File: src/rms_audio_gain_leveler_defines.svh
// assertion macros for the gain leveler
`ifndef RMS_AUDIO_GAIN_LEVELER_DEFINES_SVH
`define RMS_AUDIO_GAIN_LEVELER_DEFINES_SVH
// implication checked on every clock outside reset
`define RAGL_ASSERT_IMP(label, ante, cons) \
  label: assert property (@(posedge clk) disable iff (!rst_n) (ante) |-> (cons)) \
    else $error("assertion failed");
// implication whose consequent is checked in the following cycle
`define RAGL_ASSERT_NXT(label, ante, cons) \
  label: assert property (@(posedge clk) disable iff (!rst_n) (ante) |=> (cons)) \
    else $error("assertion failed");
`endif

File: src/ragl_pkg.sv
// package with shared types and constants for the gain leveler
`timescale 1ns / 1ps
package ragl_pkg;
  localparam logic signed [15:0] RESET_LEVEL = -16'sd15360;
  localparam logic [16:0] UNITY_GAIN = 17'd65536;
  localparam logic [33:0] DB_PER_LOG2_Q24 = 34'd50504453;
  localparam logic [2:0] REG_ENABLE = 3'd0;
  localparam logic [2:0] REG_DESIRED = 3'd1;
  localparam logic [2:0] REG_MIN_DETECT = 3'd2;
  localparam logic [2:0] REG_INTERVAL = 3'd3;
  localparam logic [2:0] REG_STEP = 3'd4;

  // frame end job handed from front to back
  typedef struct packed {
    logic [63:0] sum;
    logic [12:0] count;
    logic        upd;
  } frame_job_t;

  typedef enum logic [3:0] {
    ST_IDLE, ST_LOG_SUM, ST_LOG_CNT, ST_LOG_GAIN, ST_DB_LEVEL, ST_DB_VOL,
    ST_WIN_RD, ST_DIV, ST_UPDATE, ST_OUT
  } back_state_t;

  typedef enum logic [1:0] {
    LG_IDLE, LG_NORM, LG_SQ, LG_DONE
  } log_state_t;
endpackage

File: src/ragl_front.sv
// front end: square accumulation, tick counting, frame classification
`timescale 1ns / 1ps
module ragl_front #(
  parameter int MAX_FRAME_SAMPLES = 1024,
  parameter int SAMPLE_BITS = 24
) (
  input  logic                          clk,
  input  logic                          rst_n,
  input  logic                          in_valid,
  output logic                          in_ready,
  input  logic                          operation,
  input  logic [SAMPLE_BITS-1:0]        sample,
  input  logic                          last_in_frame,
  input  logic                          muted,
  input  logic                          enable,
  input  logic [15:0]                   interval,
  output logic                          job_valid,
  input  logic                          job_ready,
  output ragl_pkg::frame_job_t          job
);
  import ragl_pkg::*;
  localparam int CW = $clog2(MAX_FRAME_SAMPLES + 1);
  logic [63:0] sum_r, sum_nxt;
  logic [CW-1:0] cnt_r, cnt_nxt;
  logic [15:0] tick_r, tick_nxt;
  logic jv_r, jv_nxt;
  frame_job_t job_r, job_nxt;
  logic [SAMPLE_BITS-1:0] mag;
  logic [63:0] sq, add;
  logic [64:0] wide;
  logic [CW-1:0] cnt_inc;
  logic acc, ends, upd;

  assign in_ready = !jv_r;
  assign acc = in_valid && in_ready;
  assign mag = sample[SAMPLE_BITS-1] ? (~sample + 1'b1) : sample;
  assign sq = 64'(mag) * 64'(mag);
  assign wide = {1'b0, sum_r} + {1'b0, sq};
  assign add = wide[64] ? '1 : wide[63:0];
  assign cnt_inc = cnt_r + 1'b1;
  assign ends = last_in_frame || (cnt_inc >= CW'(MAX_FRAME_SAMPLES));
  assign upd = (tick_r >= interval);
  assign job_valid = jv_r;
  assign job = job_r;

  always_ff @(posedge clk) begin
    if (!rst_n) begin
      sum_r <= '0;
      cnt_r <= '0;
      tick_r <= '0;
      jv_r <= 1'b0;
    end else begin
      sum_r <= sum_nxt;
      cnt_r <= cnt_nxt;
      tick_r <= tick_nxt;
      jv_r <= jv_nxt;
    end
    job_r <= job_nxt;
  end

  always_comb begin
    sum_nxt = sum_r;
    cnt_nxt = cnt_r;
    tick_nxt = tick_r;
    jv_nxt = jv_r && !job_ready;
    job_nxt = job_r;
    if (acc) begin
      if (operation) begin
        if (tick_r != 16'hFFFF) begin
          tick_nxt = tick_r + 16'd1;
        end
      end else if (ends) begin
        sum_nxt = '0;
        cnt_nxt = '0;
        if (enable && !muted) begin
          jv_nxt = 1'b1;
          job_nxt.sum = add;
          job_nxt.count = 13'(cnt_inc);
          job_nxt.upd = upd;
          // interval decided at frame end, later ticks count afresh
          if (upd) begin
            tick_nxt = 16'd0;
          end
        end
      end else begin
        sum_nxt = add;
        cnt_nxt = cnt_inc;
      end
    end
  end

  `include "rms_audio_gain_leveler_defines.svh"
  `RAGL_ASSERT_NXT(a_job_hold, jv_r && !job_ready, jv_r && $stable(job_r))
  `RAGL_ASSERT_IMP(a_no_accept_busy, jv_r, !in_ready)
  `RAGL_ASSERT_IMP(a_cnt_range, 1'b1, cnt_r < CW'(MAX_FRAME_SAMPLES))
endmodule

File: config.mk
export PLATFORM = sky130hd
export DESIGN_NAME = ragl_front
export DESIGN_NICKNAME = d
export VERILOG_FILES = /design/src/ragl_pkg.sv /design/src/ragl_front.sv
export VERILOG_INCLUDE_DIRS = /design/src /design/src/src
export SDC_FILE = /design/constraint.sdc
export NUM_CORES = 1
export LEC_CHECK = 0
export ABC_AREA = 1
export BUFFER_PORTS_ARGS = -buffer_cell sky130_fd_sc_hd__buf_2
export CORE_ASPECT_RATIO = 0.9
export CORE_MARGIN = 4
export CORE_UTILIZATION = 38
export CTS_BUF_LIST = sky130_fd_sc_hd__clkbuf_16
export DETAILED_ROUTE_END_ITERATION = 8
export PLACE_DENSITY = 0.54
export SYNTH_ARGS = -nofsm -noshare
export SYNTH_HDL_FRONTEND = slang
export SYNTH_SLANG_ARGS = --single-unit
export TNS_END_PERCENT = 10
File: constraint.sdc
create_clock -name clk -period 23.3 [get_ports clk]
set_input_delay 1.165 -clock clk [delete_from_list [all_inputs] [get_ports clk]]
set_output_delay 1.165 -clock clk [all_outputs]
set_load 0.01 [all_outputs]
Yosys cells after proc, flatten, opt, wreduce, memory -nomap -nowiden
Cells that the tools add are included.

storage, ports and cells
  output and inout bits = 80
  logic and storage cells = 44
  register bits after elaboration = 168
  input bits = 48

operators by class
  $add $sub $neg = 4
  equal/unequal tests = 2
  multiplexer cells = 13
  bitwise operators = 2
  magnitude comparators = 2
  reductions and logical operators = 13
  multipliers = 1

operators by type and width
  kind                                                              count
  64-bit two-way mux                                                2
  16-bit two-way mux                                                5
  64-bit by 48-bit adder with 65-bit output                         1
  24-bit by 24-bit multiplier with 48-bit output                    1
  24-bit by 1-bit adder with 24-bit output (second input constant)  1
  24-bit two-way mux                                                1
  24-bit inverter                                                   1
  16-bit by 1-bit adder with 16-bit output (second input constant)  1
  16-bit >= comparator                                              1
  16-bit != test (second input constant)                            1
  11-bit by 1-bit adder with 11-bit output (second input constant)  1
  11-bit >= comparator (second input constant)                      1
  11-bit two-way mux                                                1
  2-bit nonzero test                                                3
  5-bit AND reduction                                               1
  1-bit two-way mux                                                 4
  4-bit AND reduction                                               1
  1-bit logical AND                                                 3
  1-bit logical NOT                                                 3
  2-bit by 1-bit != test with 1-bit output (second input constant)  1
  2-bit AND reduction                                               1
  1-bit logical OR                                                  1
  1-bit inverter                                                    1

Logic depth before layout (Yosys ltp)
Gate-level depths: netlist of run 1.

  word-level depth = 7
  depth in mapped cells = 46
  gate-level depth less buffers = 44

Worst setup path before layout of run 1
Ideal clock, no wire load.

  kind = input to register
  start = input sample[0]
  end = register job_r (netlist bit job[41]), data pin
  slack = 15.021 ns
  stages = 40
  arrival = 8.016 ns
  cell sequence = inv_4 clkbuf_1 ha_1 inv_1 nor3_2 inv_1 nor2_1 inv_1 nor3_1 xor2_1 nand2_1 nand2_1 inv_1 buf_2 nand2_1 fa_1 fa_1 inv_1 [4 not listed] fa_1 fa_1 inv_1 fa_1 inv_1 ha_1 nand2_1 inv_1 nand2_1 nand2_1 inv_1 nand2_1 a21oi_1 nand2_2 nand2_1 nand3_1 buf_2 or2_2

on the way
  cells in the longest elaborated chain, start to end = 6

ends and longest elaborated chain
  element                                           line              RTL
  from (decl)                                       ragl_front.sv:12  input logic [SAMPLE_BITS-1:0] sample,
  24-bit inverter                                   ragl_front.sv:36  assign mag = sample[SAMPLE_BITS-1] ? (~sample + 1'b1) : sample;
  24-bit by 1-bit adder with 24-bit output          ragl_front.sv:36
  24-bit two-way mux *                              ragl_front.sv:36
  24-bit by 24-bit multiplier with 48-bit output *  ragl_front.sv:37  assign sq = 64'(mag) * 64'(mag);
  64-bit by 48-bit adder with 65-bit output *       ragl_front.sv:38  assign wide = {1'b0, sum_r} + {1'b0, sq};
  64-bit two-way mux *                              ragl_front.sv:39  assign add = wide[64] ? '1 : wide[63:0];
  net add[27]                                       ragl_front.sv:29  logic [63:0] sq, add;
  to (signal assigned)                              ragl_front.sv:58  job_r <= job_nxt;
  to (decl)                                         ragl_front.sv:27  frame_job_t job_r, job_nxt;

The timed path passes the listed nets; every way through them passes the cells marked *.
A chain may end at the register's enable or synchronous reset.

Final worst setup path of run 1
  start = input sample[0]
  end = register job_r (netlist bit job[37]), data pin

The elaborated chain is that of the path after synthesis.

==> key figures, run 1 <==
Critical path
  – WS Path Type: in2reg
  – Setup crit end kind: register
  – Critical path launch point: sample[0]
  – R2R depth: 20
  – Most used cell along the critical path: nand2_1
  – Type of origin of the critical path: input pin
  – Worst Path Required: roughly 23 ns
  – Crit path arrival time: 10.67 ns
  – Critical R2R Capture: job[37]$_DFFE_PP_
  – Worst-path fanout max: 30
  – Critical Path End: job[37]$_DFFE_PP_
  – Reg2reg setup slack: 17.97 ns
  – Worst r2r src: sum_r[14]$_SDFFE_PN0P_
  – CP max-delay cell: inv_1
  – Max stage delay on crit path: 0.83 ns

CTS
  – CTS Buf Count: 17
  – Post_cts resized: 0
  – Hold_buf cts: 0
  – CTS tree: yes
  – H-tree depth: 4
  – Clock sinks: 168
  – Root Buffer: clkbuf_16
  – CTS max path bufs: 2
  – Clk_lat worst skew: 0.46 ns
  – Worst-path clk slew: approximately 0.080 ns
  – Post-CTS Repair Setup Buffers: 0

STA
  – RSZ-0062 raised after global routing: false
  – Slew headroom: 0.250
  – Skew final: around 0.031 ns
  – Setup ws final: 12.83 ns
  – Minimum clock period: approximately 10 ns
  – # setup viols final: 0
  – Slew Limit Fails: 0
  – Final hold vios: 0
  – Worst slew pin tran: around 1.1 ns
  – WHS: 0.467 ns
  – Period utilization: 0.450
  – Sum Neg Setup Slack: 0 ns
  – Maximum clock frequency: 95.5 MHz

Synthesis
  – Post-Synthesis Cells: between 3k and 4k
  – Avg Inst Size Synth: 7.71 um2
  – Yosys warns: 0
  – Synth Flop Type: dfxtp_1
  – Synth Register Bits: 168
  – Post-synth EDFFs: 76
  – Post-synthesis cell area: around 28000 um2
  – Synth top area share: 0.336
  – Area contributors post-synth: fa_1 34%, inv_1 14%, nand2_1 12%
  – Synth unique cells: 54
  – Ys async rst share: 0
  – Post-synthesis sequential area ratio: 0.148
  – Yosys top cell by area: fa_1

Global routing
  – Initial antenna violation count: 0
  – Total GRT Usage: 0.213
  – Vias in the first global route: 22.2k
  – Pin count of the biggest net entering global routing: 83
  – First-pass GRT wire length: 127 mm
  – Total congestion overflow: 0

Cells and area
  – Nets: 4436
  – Fraction of layout cells with a size suffix above 1: 0.0795
  – N_diodes: 0
  – Multi-input logic area: 19400 um2
  – Fill count: about 7.6k
  – Most frequent cells in the layout: 1041 x inv_1, 867 x nand2_1, 468 x fa_1
  – Fin util: 0.418
  – FF/Latch Area: 4120 um2
  – Most common cell after layout, fill and taps aside: inv_1
  – Layout area overhead: 8.09%

Detailed routing
  – Via density: 4.67
  – Total Wirelength: approximately 81 mm
  – Initial DRC count: 1339
  – Initial DRT Pass Iterations: 5
  – Detail Route Antenna Nets: 0
  – # DRC: 0
  – Routed vias: 21.9k
  – Routed WL per cell: 17.3 um

Floorplan
  – Die width: 294 um
  – # IOs: 128
  – Die ar.: 77800 um2
  – Die height: 265 um
  – Row cnt: 93
  – Placeable Area: about 70000 um2
  – Initial Util: 0.386

Run
  – Max_cap viols: 0

Placement
  – DP HPWL: 67.4 mm
  – PortBufs: 125
  – Setup WS pre-CTS: roughly 12 ns
  – Routability congestion estimate: 0.968

Run status
  – Status: finished, final reports clean

Hold path
  – HP Class: reg2reg
[metrics by stage]
step                      std cells  area, um2
after floorplan                3635      27900
after CTS                      4688      30100
after global placement         4656      29500
final                          4688      30100
after detailed placement       4656      29500
after global routing           4688      30100
[cells by family (layout without fill, tap and decap cells)]
kind of cell             count (synthesis)  after routing  synth area share
AO/OA/AOI/OAI                          177            177            0.0363
XOR/XNOR                                62             62            0.0201
adder cells (fa/ha/maj)                663            663             0.424
buffers and inverters                 1143           1246             0.159
flip-flops                             168            168             0.148
other                                    2             20          0.000269
AND/OR/NAND/NOR                       1402           1402             0.213
[final cells by class]
cell class | count | area share
flip-flops and latches | 168 | 0.137
multi-input cells | 2324 | 0.644
clock inverters | 15 | 0.00614
inverters | 1069 | 0.133
clock buffers | 17 | 0.0141
well taps | 950 | 0.0394
repair buffers | 145 | 0.0257
[sequential cells by signal, summed over array words and instances (netlist names)]
signal,count
job,76
sum_r,64
tick_r,16
cnt_r,11
job_valid,1
[Yosys cell counts (all sizes together) (2+ instances only)]
master and number:
edfxtp 76, ha 195, o21bai 6, inv 1065
clkbuf 34, nand2 904, nor3 21, nor4 8
clkinv 4, nor2 282, a21oi 131, nand4 24
conb 2, nand3b 5, and3 2, xnor2 12
nor3b 2, xor2 50, dfxtp 92, o21a 4
fa 468, nand3 132, o21ai 31, or2 21
buf 40
[how the worst min path moves through the flow]
stage                            from  cells past startpoint                     end
3_3_place_gp   sum_r[45]$_SDFFE_PN0P_                      2  sum_r[45]$_SDFFE_PN0P_
4_1_cts        sum_r[42]$_SDFFE_PN0P_                      2  sum_r[42]$_SDFFE_PN0P_
2_1_floorplan  sum_r[30]$_SDFFE_PN0P_                      2  sum_r[30]$_SDFFE_PN0P_
6_report       sum_r[43]$_SDFFE_PN0P_                      2  sum_r[43]$_SDFFE_PN0P_
5_1_grt        sum_r[48]$_SDFFE_PN0P_                      2  sum_r[48]$_SDFFE_PN0P_
3_5_place_dp   sum_r[42]$_SDFFE_PN0P_                      2  sum_r[42]$_SDFFE_PN0P_
[worst max-delay path: cells and delay by family]
family          cells  cell delay (ns)
xor+xnor            1             0.10
simple gates       15             3.20
compound gates      1             0.18
buf+inv            10             1.76
fa+ha+maj           9             4.19
[layer usage]
layer  wire length, um  vias to the layer above  share of wire  global-route usage
li1                  -                    10700              -                   -
met1             37500                    10600           0.46               0.305
met2             36700                      556           0.45               0.339
met3              5430                       83          0.067              0.0412
met4              1470                        0          0.018              0.0412
met5                 0                        -              0                   0
Power of run 1 is not shown: default switching activity piles up to over one toggle a cycle in this logic, so the estimate is an artifact.
==> run 2: changes to the inputs <==
PLACE_DENSITY = 0.56   (was 0.54)
clock period = 9.2 ns   (was 23.3 ns; I/O delays follow)
==> run 2 against run 1 <==
  * First-iteration DRC count rose by 22%
  * Via count rose by 1.1%
  * Clock skew down 0.0016 ns
  * Critical path type unchanged
  * Critical endpoint is now sum_r[63]$_SDFFE_PN0P_
  * Largest cell class unchanged
  * Highest routed layer unchanged
==> key figures, run 2 (synthesized netlist as in run 1, its figures left out) <==
STA
  – Maximum clock frequency: 122 MHz
  – Period utilization: 0.890
  – Slew Limit Fails: 0 (unchanged)
  – Minimum clock period: 8.18 ns
  – Slew headroom: 0.277 (was 0.250)
  – Worst slew pin tran: 1.08 ns (was 1.12 ns)
  – # setup viols final: 0 (unchanged)
  – Final hold vios: 0 (unchanged)
  – Sum Neg Setup Slack: 0 ns (unchanged)
  – Skew final: 0.0289 ns (was 0.0306 ns)
  – RSZ-0062 raised after global routing: false (unchanged)

Global routing
  – Initial antenna violation count: 0 (unchanged)
  – Vias in the first global route: 22.4k (was 22.2k)
  – First-pass GRT wire length: 127 mm (about the same)
  – Total congestion overflow: 0 (unchanged)
  – Pin count of the biggest net entering global routing: 81 (was 83)
  – Total GRT Usage: 0.212 (was 0.213)

Critical path
  – Crit path arrival time: 8.47 ns (was 10.67 ns)
  – Reg2reg setup slack: 4.37 ns (was 17.97 ns)
  – Worst r2r src: sum_r[10]$_SDFFE_PN0P_ (was sum_r[14]$_SDFFE_PN0P_)
  – Most used cell along the critical path: nand2_1 (unchanged)
  – Max stage delay on crit path: 0.58 ns (was 0.83 ns)
  – Worst-path fanout max: 13 (was 30)
  – Critical R2R Capture: job[35]$_DFFE_PP_ (was job[37]$_DFFE_PP_)
  – Setup crit end kind: register (unchanged)
  – Worst Path Required: 9.49 ns (was 23.49 ns)
  – CP max-delay cell: fa_1 (was inv_1)
  – WS Path Type: in2reg (unchanged)
  – R2R depth: 17 (was 20)
  – Type of origin of the critical path: input pin (unchanged)

Placement
  – Routability congestion estimate: 0.969 (was 0.968)
  – DP HPWL: 67.8 mm (was 67.4 mm)
  – PortBufs: 125 (unchanged)

Cells and area
  – Flip-flop count of the largest register after layout: 76 (unchanged)
  – Layout area overhead: 8.76% (was 8.09%)
  – N_diodes: 0 (unchanged)
  – Fraction of layout cells with a size suffix above 1: 0.0853 (was 0.0795)
  – Fin util: 0.420 (was 0.418)
  – Nets: 4462 (was 4436)
  – Most frequent cells in the layout: 1042 x inv_1, 867 x nand2_1, 468 x fa_1 (was 1041 x inv_1, 867 x nand2_1, 468 x fa_1)
  – Most common cell after layout, fill and taps aside: inv_1 (unchanged)

Detailed routing
  – Detail Route Antenna Nets: 0 (unchanged)
  – Initial DRT Pass Iterations: 7 (was 5)
  – # DRC: 0 (unchanged)
  – Total Wirelength: 81.0 mm (about the same)
  – Via density: 4.69 (was 4.67)
  – Routed WL per cell: 17.2 um (was 17.3 um)
  – Routed vias: 22.1k (was 21.9k)
  – Initial DRC count: 1630 (was 1339)

Run
  – Max_cap viols: 0 (unchanged)

Floorplan
  – Row cnt: 93 (unchanged)
  – Placeable Area: 72100 um2 (unchanged)
  – Die height: 265 um (unchanged)
  – Initial Util: 0.386 (unchanged)
  – Die width: 294 um (unchanged)
  – # IOs: 128 (unchanged)
  – Die ar.: 77800 um2 (unchanged)

CTS
  – Post-CTS Repair Setup Buffers: 0 (unchanged)
  – Hold_buf cts: 0 (unchanged)
  – CTS tree: yes (unchanged)
  – Clk_lat worst skew: 0.46 ns (about the same)
  – Post_cts resized: 0 (unchanged)
  – H-tree depth: 4 (unchanged)
  – CTS Buf Count: 17 (unchanged)
  – Root Buffer: clkbuf_16 (unchanged)
  – Worst-path clk slew: 0.08 ns (about the same)
  – CTS max path bufs: 2 (unchanged)
  – Clock sinks: 168 (unchanged)

Hold path
  – WHS Endpoint: job_valid$_SDFF_PN0_ (was sum_r[43]$_SDFFE_PN0P_)
  – Min-delay src: job_ready (was sum_r[43]$_SDFFE_PN0P_)
  – HP Class: in2reg (was reg2reg)
  – Cells on Worst Hold Path: 4 (was 2)

Run status
  – Status: finished, final reports clean (unchanged)
run 2: cell types whose count changed in the layout (fill, tap and decap cells not counted), sizes merged:
cell | previous run | this run
inv | 1069 | 1071
bufinv | 1 | 0
clkinv | 13 | 12
buf | 145 | 171
run 2: layout make-up:
class	count	area, um2
fillers	7560	41800
flip-flops and latches	168	4120
inverters	1069	4020
repair buffers	171	996
well taps	950	1190
clock inverters	15	159
multi-input cells	2324	19400
clock buffers	17	425
run 2: worst max path at each step:
stage	slack, ns	start	endpoint	depth (start not counted)
after global placement	0.76	sample[1]	sum_r[63]$_SDFFE_PN0P_	39
final	1.02	sample[1]	sum_r[63]$_SDFFE_PN0P_	36
after global routing	0.64	sample[1]	sum_r[63]$_SDFFE_PN0P_	40
after CTS	1.14	sample[1]	sum_r[63]$_SDFFE_PN0P_	36
after floorplan	1.63	sample[0]	job[41]$_DFFE_PP_	40
after detailed placement	0.70	sample[1]	sum_r[63]$_SDFFE_PN0P_	36
run 2: worst max-delay path, delay by kind of cell:
kind	cells	cell delay, ns
adders and majority gates	9	4.11
xor gates and xnor gates	1	0.10
buffers and inverters	9	1.11
AOI/OAI and AO/OA	1	0.07
and+or+nand+nor	16	2.58
run 2: metal layers:
metal,global-route usage,vias up,share of wire
met5,0,-,0
met4,0.0307,0,0.013
met3,0.0554,49,0.087
met2,0.331,606,0.45
met1,0.305,10700,0.45
li1,-,10700,-
run 2: stage by stage:
stage               hold slack, ns  setup WS, ns  cell area [um2]  instances
floorplan                    0.445          1.63            27900       3635
global placement             0.456         0.759            29700       4682
detailed placement           0.459         0.699            29700       4682
CTS                          0.264          1.14            30300       4714
global route                 0.286         0.644            30300       4714
finish                       0.284          1.02            30300       4714
Power of run 2 is left out for the same reason.
==> run 3: changes to the inputs <==
CORE_MARGIN = 2   (was 4)
==> run 3 against run 2 <==
  * Die area decreased by 2.9%
  * Critical path depth decreased by 2
  * Worst hold slack improved by 0.022 ns
  * Maximum frequency about the same
  * First-iteration DRC count decreased by 9.4%
  * Wire length decreased by 0.40%
  * Via count decreased by 0.94%
  * Global-route usage increased by 1.0 points
  * Highest routed layer unchanged
==> key figures, run 3 (synthesized netlist as in run 1, its figures left out) <==
Run status
  – Status: finished, final reports clean (unchanged)

STA
  – Period utilization: 0.889 (was 0.890)
  – Worst slew pin tran: 0.978 ns (was 1.08 ns)
  – Maximum clock frequency: 122 MHz (about the same)
  – Slew Limit Fails: 0 (unchanged)
  – Slew headroom: 0.348 (was 0.277)
  – Minimum clock period: 8.18 ns (about the same)
  – Sum Neg Setup Slack: 0 ns (unchanged)
  – # setup viols final: 0 (unchanged)
  – Skew final: 0.0397 ns (was 0.0289 ns)
  – Setup ws final: 1.02 ns (about the same)
  – RSZ-0062 raised after global routing: false (unchanged)
  – Final hold vios: 0 (unchanged)

Global routing
  – Total GRT Usage: 0.222 (was 0.212)
  – Vias in the first global route: 22.3k (was 22.4k)
  – Total congestion overflow: 0 (unchanged)
  – Initial antenna violation count: 2 (was 0)
  – Pin count of the biggest net entering global routing: 75 (was 81)
  – First-pass GRT wire length: 127 mm (about the same)

Detailed routing
  – # DRC: 0 (unchanged)
  – Initial DRC count: 1477 (was 1630)
  – Detail Route Antenna Nets: 0 (unchanged)
  – Via density: 4.63 (was 4.69)
  – Initial DRT Pass Iterations: 7 (unchanged)
  – Routed vias: 21.9k (was 22.1k)
  – Total Wirelength: 80.6 mm (was 81.0 mm)
  – Routed WL per cell: 17.0 um (was 17.2 um)

Run
  – Max_cap viols: 0 (unchanged)

CTS
  – Hold_buf cts: 0 (unchanged)
  – CTS max path bufs: 2 (unchanged)
  – CTS Buf Count: 17 (unchanged)
  – Post-CTS Repair Setup Buffers: 0 (unchanged)
  – CTS tree: yes (unchanged)
  – Root Buffer: clkbuf_16 (unchanged)
  – Worst-path clk slew: 0.08 ns (about the same)
  – H-tree depth: 4 (unchanged)
  – Clk_lat worst skew: 0.48 ns (was 0.46 ns)
  – Post_cts resized: 0 (unchanged)
  – Clock sinks: 168 (unchanged)

Hold path
  – HP Class: in2reg (unchanged)

Floorplan
  – Die width: 290 um (was 294 um)
  – Placeable Area: 72900 um2 (was 72100 um2)
  – Die height: 261 um (was 265 um)
  – Initial Util: 0.382 (was 0.386)
  – # IOs: 128 (unchanged)
  – Die ar.: 75600 um2 (was 77800 um2)
  – Row cnt: 94 (was 93)

Critical path
  – Setup crit end kind: register (unchanged)
  – Reg2reg setup slack: 4.35 ns (was 4.37 ns)
  – CP max-delay cell: fa_1 (unchanged)
  – Max stage delay on crit path: 0.56 ns (was 0.58 ns)
  – Type of origin of the critical path: input pin (unchanged)
  – WS Path Type: in2reg (unchanged)
  – Worst-path fanout max: 13 (unchanged)
  – Most used cell along the critical path: inv_1 (was nand2_1)
  – Worst Path Required: 9.57 ns (was 9.49 ns)
  – Crit path arrival time: 8.54 ns (was 8.47 ns)

Cells and area
  – Fin util: 0.417 (was 0.420)
  – Flip-flop count of the largest register after layout: 76 (unchanged)
  – Final instance area: 30400 um2 (was 30300 um2)
  – Most common cell after layout, fill and taps aside: inv_1 (unchanged)
  – Nets: 4468 (was 4462)
  – Most frequent cells in the layout: 1041 x inv_1, 867 x nand2_1, 468 x fa_1 (was 1042 x inv_1, 867 x nand2_1, 468 x fa_1)
  – Layout area overhead: 9.09% (was 8.76%)
  – N_diodes: 0 (unchanged)
  – Fill count: 7628 (was 7560)
  – Fraction of layout cells with a size suffix above 1: 0.0867 (was 0.0853)

Placement
  – Routability congestion estimate: 0.963 (was 0.969)
  – Setup WS pre-CTS: 0.625 ns (was 0.699 ns)
  – DP HPWL: 67.5 mm (was 67.8 mm)
  – Placement Cell Area: 29800 um2 (was 29700 um2)
  – PortBufs: 125 (unchanged)
-- run 3: final timing paths --
kind                           from                endpoint  depth (start not counted)
max reg2reg  sum_r[12]$_SDFFE_PN0P_       job[35]$_DFFE_PP_                         17
min reg2reg  sum_r[44]$_SDFFE_PN0P_  sum_r[44]$_SDFFE_PN0P_                          2
min                       job_ready    job_valid$_SDFF_PN0_                          4
max                       sample[1]  sum_r[25]$_SDFFE_PN0P_                         34
-- run 3: final cells by class --
type                    instances  area [um2]  share of cell area
clock inverters                15         180             0.00592
repair buffers                177        1050              0.0346
inverters                    1069        4020               0.132
multi-input cells            2324       19400               0.638
well taps                     960        1200              0.0395
clock buffers                  17         425              0.0140
flip-flops and latches        168        4120               0.136
-- run 3: layer usage --
metal / track usage / routed length, um
met1: 0.326 / 37500
met2: 0.345 / 36100
met3: 0.0455 / 5980
met4: 0.0356 / 1040
met5: 0 / 0
-- run 3: worst max-delay path: cells and delay by family --
family                   cells  cell delay [ns]
AO/OA/AOI/OAI                2             0.36
XOR/XNOR                     2             0.52
adder cells (fa/ha/maj)      9             4.18
buffers and inverters       10             1.28
AND/OR/NAND/NOR             11             1.72
-- run 3: through the flow --
stage	hold slack, ns	std cells
6_report	0.306	4730
5_1_grt	0.310	4730
4_1_cts	0.278	4730
3_5_place_dp	0.458	4698
3_3_place_gp	0.455	4698
2_1_floorplan	0.445	3635
Power of run 3 is left out for the same reason.
